`src/rtl/core/np_pkg.sv`:
```
// Package for the next-permutation block: data width and the sequencer state type.
// No dependencies; imported by np_cmp and next_permutation.
package np_pkg;

    localparam int DATA_W = 32;

    typedef enum logic [3:0] {
        ST_LOAD,
        ST_PREP,
        ST_SCAN,
        ST_SUCC,
        ST_SWAP_A,
        ST_SWAP_B,
        ST_REV_RA,
        ST_REV_RB,
        ST_REV_WA,
        ST_REV_WB,
        ST_EMIT_RD,
        ST_EMIT_LD
    } t_np_state;

endpackage

```
`src/rtl/core/np_ram.sv`:
```
// Generic single-write, single-read RAM with a registered read port.
// No dependencies; holds the element store of the next-permutation block.
module np_ram #(
    parameter int WIDTH = 32,
    parameter int DEPTH = 64
) (
    input  logic                                    i_clk,
    input  logic                                    i_we,
    input  logic [(DEPTH > 1 ? $clog2(DEPTH) : 1)-1:0] i_waddr,
    input  logic [WIDTH-1:0]                        i_wdata,
    input  logic                                    i_re,
    input  logic [(DEPTH > 1 ? $clog2(DEPTH) : 1)-1:0] i_raddr,
    output logic [WIDTH-1:0]                        o_rdata
);

    logic [WIDTH-1:0] r_mem [DEPTH];
    logic [WIDTH-1:0] r_rdata;

    always_ff @(posedge i_clk) begin
        if (i_we) begin
            r_mem[i_waddr] <= i_wdata;
        end
        if (i_re) begin
            r_rdata <= r_mem[i_raddr];
        end
    end

    assign o_rdata = r_rdata;

endmodule

```
`src/rtl/core/np_cmp.sv`:
```
// Shared two's complement signed comparator of the next-permutation sequencer.
// Depends on np_pkg for the data width.
module np_cmp
    import np_pkg::*;
(
    input  logic [DATA_W-1:0] i_a,
    input  logic [DATA_W-1:0] i_b,
    output logic              o_less
);

    // Two's complement ordering: true when a is strictly below b.
    assign o_less = $signed(i_a) < $signed(i_b);

endmodule

```
`src/rtl/core/next_permutation.sv`:
```
// Next lexicographic permutation of a streamed sequence of signed 32-bit elements.
// Depends on np_pkg, np_ram (element store) and np_cmp (shared comparator).
//
// Elements arrive one per transaction on the slave side, at most one per cycle, until a
// transaction with tlast set; up to MAX_LEN are stored and any further ones are
// dropped, which sets the overflow flag in tuser of every result. The block then
// stops accepting input while a sequencer works on the store through its single
// read port and one shared comparator: a scan for the rightmost ascent, a scan for
// the rightmost larger element, a swap of the two and a reversal of the tail.
// A sequence without an ascent is reversed whole and flagged as wrapped in tuser.
// Results then leave one at a time, each needing a store read and held while tready
// is low, with tlast on the final element; the input side opens again while the last
// result still waits in the output register.
module next_permutation
    import np_pkg::*;
#(
    parameter int MAX_LEN = 64
) (
    input  logic        i_clk,
    input  logic        i_rst_n,
    input  logic        s_axis_tvalid,
    output logic        s_axis_tready,
    input  logic [31:0] s_axis_tdata,   // [31:0] element_value
    input  logic        s_axis_tlast,   // is_final
    output logic        m_axis_tvalid,
    input  logic        m_axis_tready,
    output logic [31:0] m_axis_tdata,   // [31:0] out_value
    output logic        m_axis_tlast,   // out_final
    output logic [1:0]  m_axis_tuser    // [0] wrapped, [1] overflowed
);

    localparam int AW = (MAX_LEN > 1) ? $clog2(MAX_LEN) : 1;
    localparam int CW = $clog2(MAX_LEN + 1);

    t_np_state r_state, n_state;

    logic [CW-1:0]     r_cnt, n_cnt;
    logic              r_ovf, n_ovf;
    logic              r_wrap, n_wrap;
    logic [AW-1:0]     r_last, n_last;
    logic [AW-1:0]     r_ptr, n_ptr;
    logic              r_go, n_go;
    logic              r_rv, n_rv;
    logic [AW-1:0]     r_qa, n_qa;
    logic              r_first, n_first;
    logic [AW-1:0]     r_pivot, n_pivot;
    logic [AW-1:0]     r_succ, n_succ;
    logic [AW-1:0]     r_lo, n_lo;
    logic [AW-1:0]     r_hi, n_hi;
    logic              r_ov, n_ov;

    logic [DATA_W-1:0] r_tmp, n_tmp;
    logic [DATA_W-1:0] r_pval, n_pval;
    logic [DATA_W-1:0] r_sval, n_sval;
    logic [DATA_W-1:0] r_odata, n_odata;
    logic              r_olast, n_olast;
    logic              r_owrap, n_owrap;
    logic              r_oovf, n_oovf;

    logic              mem_we;
    logic [AW-1:0]     mem_waddr;
    logic [DATA_W-1:0] mem_wdata;
    logic              mem_re;
    logic [AW-1:0]     mem_raddr;
    logic [DATA_W-1:0] mem_rdata;

    logic [DATA_W-1:0] cmp_a;
    logic [DATA_W-1:0] cmp_b;
    logic              cmp_less;
    logic [AW-1:0]     last_c;

    np_ram #(
        .WIDTH (DATA_W),
        .DEPTH (MAX_LEN)
    ) u_store (
        .i_clk   (i_clk),
        .i_we    (mem_we),
        .i_waddr (mem_waddr),
        .i_wdata (mem_wdata),
        .i_re    (mem_re),
        .i_raddr (mem_raddr),
        .o_rdata (mem_rdata)
    );

    // The successor scan compares the pivot against each element; the ascent
    // scan compares each element against its right-hand neighbour.
    assign cmp_a = (r_state == ST_SUCC) ? r_pval : mem_rdata;
    assign cmp_b = (r_state == ST_SUCC) ? mem_rdata : r_tmp;

    np_cmp u_cmp (
        .i_a    (cmp_a),
        .i_b    (cmp_b),
        .o_less (cmp_less)
    );

    assign last_c = AW'(r_cnt - 1'b1);

    always_ff @(posedge i_clk) begin
        if (!i_rst_n) begin
            r_state <= ST_LOAD;
            r_cnt   <= '0;
            r_ovf   <= 1'b0;
            r_go    <= 1'b0;
            r_rv    <= 1'b0;
            r_first <= 1'b0;
            r_ov    <= 1'b0;
        end else begin
            r_state <= n_state;
            r_cnt   <= n_cnt;
            r_ovf   <= n_ovf;
            r_go    <= n_go;
            r_rv    <= n_rv;
            r_first <= n_first;
            r_ov    <= n_ov;
        end
    end

    always_ff @(posedge i_clk) begin
        r_wrap  <= n_wrap;
        r_last  <= n_last;
        r_ptr   <= n_ptr;
        r_qa    <= n_qa;
        r_pivot <= n_pivot;
        r_succ  <= n_succ;
        r_lo    <= n_lo;
        r_hi    <= n_hi;
        r_tmp   <= n_tmp;
        r_pval  <= n_pval;
        r_sval  <= n_sval;
        r_odata <= n_odata;
        r_olast <= n_olast;
        r_owrap <= n_owrap;
        r_oovf  <= n_oovf;
    end

    always_comb begin
        n_state   = r_state;
        n_cnt     = r_cnt;
        n_ovf     = r_ovf;
        n_wrap    = r_wrap;
        n_last    = r_last;
        n_ptr     = r_ptr;
        n_go      = r_go;
        n_qa      = r_qa;
        n_first   = r_first;
        n_pivot   = r_pivot;
        n_succ    = r_succ;
        n_lo      = r_lo;
        n_hi      = r_hi;
        n_tmp     = r_tmp;
        n_pval    = r_pval;
        n_sval    = r_sval;
        n_odata   = r_odata;
        n_olast   = r_olast;
        n_owrap   = r_owrap;
        n_oovf    = r_oovf;
        n_ov      = r_ov && !m_axis_tready;
        mem_we    = 1'b0;
        mem_waddr = r_cnt[AW-1:0];
        mem_wdata = s_axis_tdata;
        mem_re    = 1'b0;
        mem_raddr = r_ptr;
        s_axis_tready = 1'b0;

        unique case (r_state)
            ST_LOAD: begin
                s_axis_tready = 1'b1;
                if (s_axis_tvalid) begin
                    if (r_cnt < CW'(MAX_LEN)) begin
                        mem_we = 1'b1;
                        n_cnt  = r_cnt + 1'b1;
                    end else begin
                        n_ovf = 1'b1;
                    end
                    if (s_axis_tlast) begin
                        n_state = ST_PREP;
                    end
                end
            end
            ST_PREP: begin
                n_last  = last_c;
                n_wrap  = 1'b0;
                n_first = 1'b1;
                n_go    = 1'b1;
                if (r_cnt <= CW'(1)) begin
                    n_ptr   = '0;
                    n_state = ST_EMIT_RD;
                end else begin
                    n_ptr   = last_c;
                    n_state = ST_SCAN;
                end
            end
            ST_SCAN: begin
                mem_re = r_go;
                if (r_go) begin
                    n_ptr = r_ptr - 1'b1;
                    n_go  = (r_ptr != '0);
                end
                if (r_rv) begin
                    if (r_first) begin
                        n_tmp   = mem_rdata;
                        n_first = 1'b0;
                    end else if (cmp_less) begin
                        // Rightmost ascent found: look for its successor next.
                        n_pivot = r_qa;
                        n_pval  = mem_rdata;
                        n_ptr   = r_last;
                        n_go    = 1'b1;
                        mem_re  = 1'b0;
                        n_state = ST_SUCC;
                    end else begin
                        n_tmp = mem_rdata;
                        if (r_qa == '0) begin
                            n_wrap  = 1'b1;
                            n_lo    = '0;
                            n_hi    = r_last;
                            mem_re  = 1'b0;
                            n_state = ST_REV_RA;
                        end
                    end
                end
            end
            ST_SUCC: begin
                mem_re = r_go;
                if (r_go) begin
                    n_ptr = r_ptr - 1'b1;
                    n_go  = ((r_ptr - 1'b1) != r_pivot);
                end
                if (r_rv && cmp_less) begin
                    n_succ  = r_qa;
                    n_sval  = mem_rdata;
                    mem_re  = 1'b0;
                    n_state = ST_SWAP_A;
                end
            end
            ST_SWAP_A: begin
                mem_we    = 1'b1;
                mem_waddr = r_pivot;
                mem_wdata = r_sval;
                n_state   = ST_SWAP_B;
            end
            ST_SWAP_B: begin
                mem_we    = 1'b1;
                mem_waddr = r_succ;
                mem_wdata = r_pval;
                n_lo      = r_pivot + 1'b1;
                n_hi      = r_last;
                n_state   = ST_REV_RA;
            end
            ST_REV_RA: begin
                if (r_lo >= r_hi) begin
                    n_ptr   = '0;
                    n_state = ST_EMIT_RD;
                end else begin
                    mem_re    = 1'b1;
                    mem_raddr = r_lo;
                    n_state   = ST_REV_RB;
                end
            end
            ST_REV_RB: begin
                mem_re    = 1'b1;
                mem_raddr = r_hi;
                n_tmp     = mem_rdata;
                n_state   = ST_REV_WA;
            end
            ST_REV_WA: begin
                mem_we    = 1'b1;
                mem_waddr = r_lo;
                mem_wdata = mem_rdata;
                n_state   = ST_REV_WB;
            end
            ST_REV_WB: begin
                mem_we    = 1'b1;
                mem_waddr = r_hi;
                mem_wdata = r_tmp;
                n_lo      = r_lo + 1'b1;
                n_hi      = r_hi - 1'b1;
                n_state   = ST_REV_RA;
            end
            ST_EMIT_RD: begin
                // Only fetch when the output register is free by the next cycle.
                if (!r_ov || m_axis_tready) begin
                    mem_re    = 1'b1;
                    mem_raddr = r_ptr;
                    n_state   = ST_EMIT_LD;
                end
            end
            ST_EMIT_LD: begin
                n_ov    = 1'b1;
                n_odata = mem_rdata;
                n_olast = (r_ptr == r_last);
                n_owrap = r_wrap;
                n_oovf  = r_ovf;
                if (r_ptr == r_last) begin
                    n_cnt   = '0;
                    n_ovf   = 1'b0;
                    n_state = ST_LOAD;
                end else begin
                    n_ptr   = r_ptr + 1'b1;
                    n_state = ST_EMIT_RD;
                end
            end
            default: begin
                n_state = ST_LOAD;
            end
        endcase

        n_rv = mem_re;
        if (mem_re) begin
            n_qa = mem_raddr;
        end
    end

    assign m_axis_tvalid = r_ov;
    assign m_axis_tdata  = r_odata;
    assign m_axis_tlast  = r_olast;
    assign m_axis_tuser  = {r_oovf, r_owrap};

endmodule
```
`config.mk`:
```
export PLATFORM = sky130hd
export DESIGN_NAME = next_permutation
export DESIGN_NICKNAME = d
export VERILOG_FILES = /design/src/rtl/core/np_pkg.sv /design/src/rtl/core/np_ram.sv /design/src/rtl/core/np_cmp.sv /design/src/rtl/core/next_permutation.sv
export SDC_FILE = /design/constraint.sdc
export NUM_CORES = 2
export LEC_CHECK = 0
export BUFFER_PORTS_ARGS = -buffer_cell sky130_fd_sc_hd__buf_4
export CAP_MARGIN = 10
export CORE_MARGIN = 2
export CORE_UTILIZATION = 50
export DETAILED_ROUTE_END_ITERATION = 10
export PLACE_DENSITY = 0.74
export REMOVE_ABC_BUFFERS = 1
export SYNTH_ARGS = -nofsm -noshare
export SYNTH_HDL_FRONTEND = slang
export SYNTH_SLANG_ARGS = --single-unit
```
`constraint.sdc`:
```
create_clock -name i_clk -period 14.2 [get_ports i_clk]
set_clock_uncertainty 0.05 [all_clocks]
set_input_delay 2.13 -clock i_clk [delete_from_list [all_inputs] [get_ports i_clk]]
set_output_delay 2.13 -clock i_clk [all_outputs]
set_load 0.1 [all_outputs]
```
==> metrics <==
result of the run=complete, no violations; die extent in x=approximately 430 um; first-pass GRT wire length=between 300 and 400 mm; most common cell type on the critical path=buf_12; PostCTS Resize Cnt=0; number of antenna violations at the first check in global routing=2; instance count after placement with tap cells included=between 8000 and 9000; commonest non-fill, non-tap cells in the layout=edfxtp_1 (2254), nand2_1 (1714), and3_1 (386); transition time at the pin with the least slew margin=about 1300 ps; post-layout min period=a little over 7000 ps; Critical Path AT=7660 ps; CTS buffer count=214; CTS HTree Levels=4; startpoint of the most critical register-to-register path=r_state[0]; leading cell type in the layout, fill and taps excluded=edfxtp_1; critical path, cell by cell=inv_2 -> o211a_1 -> a21boi_1 -> nor4_4 -> buf_12 -> buf_12 -> buf_12 -> buf_4 -> mux2i_1 -> mux2_2 -> o32ai_1 -> nor4_1 -> nand4_1; placed wire-length estimate after detailed placement=between 100 and 150 mm; Post-synth ARST share=0; detailed-route wire length=approximately 260 mm; total track usage=0.275; root buffer cell=clkbuf_16; final global-route overflow total=0; post-synthesis sequential area ratio=0.742; clock slew at the register clock pins of the worst setup and hold paths=roughly 70 ps; start point of the worst hold path=r_wrap; setup slack of the critical path after layout=7010 ps; source of the critical timing path=r_state[0]; TritonCTS clock tree=yes; worst vdd ir=0.000432 V; setup repair after global routing missed its margin=false; Rows=157; Top Layer Used=met4; number of max-slew violations in the final report=0; largest net degree at the start of global routing=189; Worst Path Class, Setup=flop to flop; met3 wirelength from detailed routing=between 30 and 40 mm; MaxCap Viol Count=0; netlist area before placement=91700 sq um; clock buffer depth=3; Main synth FF type=edfxtp_1; relative slew slack=0.101; initial cell density of the core=0.502; count of nets left with antenna violations after detail routing=0; number of port buffers=73; Layout area overhead=11.9%; type of the most critical hold path=flop to flop; final worst-path cycle share=0.507; remaining routing DRC violations=0; total iterations of the first detailed-routing run=8; post-layout utilization of the core=0.561; worst-case setup slack after placement=a little over 7000 ps; Setup crit end kind=flop; average instance area after synthesis=between 10 and 15 sq um; iteration-0 DRC count of the detailed router=9330; overall via count from detail_route=roughly 58000; max incr delay on CP=approximately 950 ps; number of cells produced by synthesis=~6500; share of layout cells above drive strength 1=0.110; DIE AREA=between 150000 and 200000 sq um; Achievable Freq=~140 MHz; Vert. Die Dim=about 430 um; buffer count from post-CTS setup fixing=0; core outline area=approximately 180000 sq um; later-pin clock latency in the skew report=~860 ps; cell with the largest stage delay on the worst path=nor4_1; number of global-route vias before repair=around 55000; maximum net fanout on the critical path=approximately 140; number of buffers inserted by hold repair at cts=0; average wire per cell in the routed design=28.9 um; element type at the critical path start=flop; Placer Congestion=around 0.90; total clock sinks=2270; number of enable flip-flop cells after synthesis=approximately 2300; routed metal-1 wire length=roughly 96 mm; Syn. warnings=0; cell leakage power=around 0.036 uW; count of final hold-check violations=0; power per cell area=~220 nW/um^2; count of cell types in the netlist=between 70 and 80; critical path required time=around 15000 ps; number of cells in the finished layout apart from fillers=9067; Detail Route met2 WL=123 mm; total of flip-flops plus latches after synthesis=roughly 2300; boundary pin count=74; # nets final=6575; Setup Viol. Count Final=0; vias per inst=roughly 6.4
-- layer usage --
metal / global-route usage / up-vias
met5: 0 / -
met4: 0.118 / 0
met3: 0.0510 / 599
met2: 0.436 / 4015
met1: 0.373 / 29024
li1: - / 24545
-- Yosys cell counts (9+ instances only) --
library cell,number,share of area
nand2b_1,15,0.0010
nor2_1,126,0.0052
a32o_1,45,0.0049
buf_1,67,0.0027
nand2_1,1747,0.072
ha_1,45,0.0061
dfxtp_1,16,0.0035
clkbuf_1,214,0.0088
a2111oi_0,18,0.0017
nor4bb_1,9,0.00098
nand4_1,41,0.0028
inv_1,25,0.0010
o32ai_1,53,0.0051
mux2_2,58,0.0071
edfxtp_1,2254,0.74
a21o_1,9,0.00074
nor4_1,60,0.0041
xnor2_1,25,0.0024
buf_2,123,0.0067
a311oi_1,249,0.024
a222oi_1,38,0.0041
xor2_1,17,0.0016
a21oi_1,26,0.0014
a31oi_1,26,0.0018
mux2i_1,346,0.038
nand3_1,180,0.0098
nor3_1,15,0.00082
a22oi_1,40,0.0033
and3_1,389,0.027
o21ai_0,45,0.0025
a32oi_1,15,0.0014
-- where the power goes --
group          switching (uW)  total (uW)  internal (uW)
logic                    5760        8050           2290
registers                 242        8870           8620
clock network            2470        5780           3320
total                    8470       22700          14200
-- final cells by class --
type                    count  area, sq um
inverters                  29          124
diodes                      2         5.00
flip-flops and latches   2270        68000
repair buffers            234         1860
clock inverters           138         1400
multi-input cells        3744        22600
well taps                2385         2980
clock buffers             265         5630
fillers                 13805        80100
-- metrics by stage --
stage,TNS (ps),instance area (sq um),power (uW),hold slack [ps]
6_report,0,103000,22700,436
5_1_grt,0,103000,23500,431
4_1_cts,0,103000,22600,441
3_5_place_dp,0,95500,16800,427
3_3_place_gp,0,95500,16600,419
2_1_floorplan,-2281250,90000,14200,350
-- worst paths after layout --
path,cells past startpoint,to,slack [ps]
worst max-delay path,13,u_store.o_rdata[0],7010
worst min-delay path,0,r_owrap,440
worst max register to register,13,u_store.o_rdata[0],7010
worst min register to register,0,r_owrap,440
-- registers in the layout, summed over array words and instances, names as in the netlist, 4 cells and up --
name	cells
r_pval	32
m_axis_tdata	32
r_cnt	7
r_sval	32
r_tmp	32
r_last	6
r_ptr	6
r_pivot	6
u_store.r_mem	2048
r_lo	6
r_hi	6
r_succ	6
u_store.o_rdata	32
r_qa	6
r_state	4
-- worst max-delay path: cells and delay by family, from the launching register on --
| kind | cells | cell delay [ps] |
|---|---|---|
| flip-flops | 1 | 920 |
| AO/OA/AOI/OAI | 3 | 530 |
| buffers and inverters | 5 | 2780 |
| AND/OR/NAND/NOR | 3 | 1630 |
| multiplexers | 2 | 450 |
-- kinds of logic (layout without fill, tap and decap cells) --
group,after synthesis,after routing,synth area share
other,0,2,0
AO/OA/AOI/OAI,641,641,0.0578
flip-flops,2270,2270,0.742
adder cells (fa/ha/maj),45,45,0.00614
buffers and inverters,438,666,0.0198
multiplexers,404,404,0.0449
AND/OR/NAND/NOR,2612,2612,0.125
XOR/XNOR,42,42,0.00401
(Power assumes the default switching activity.)
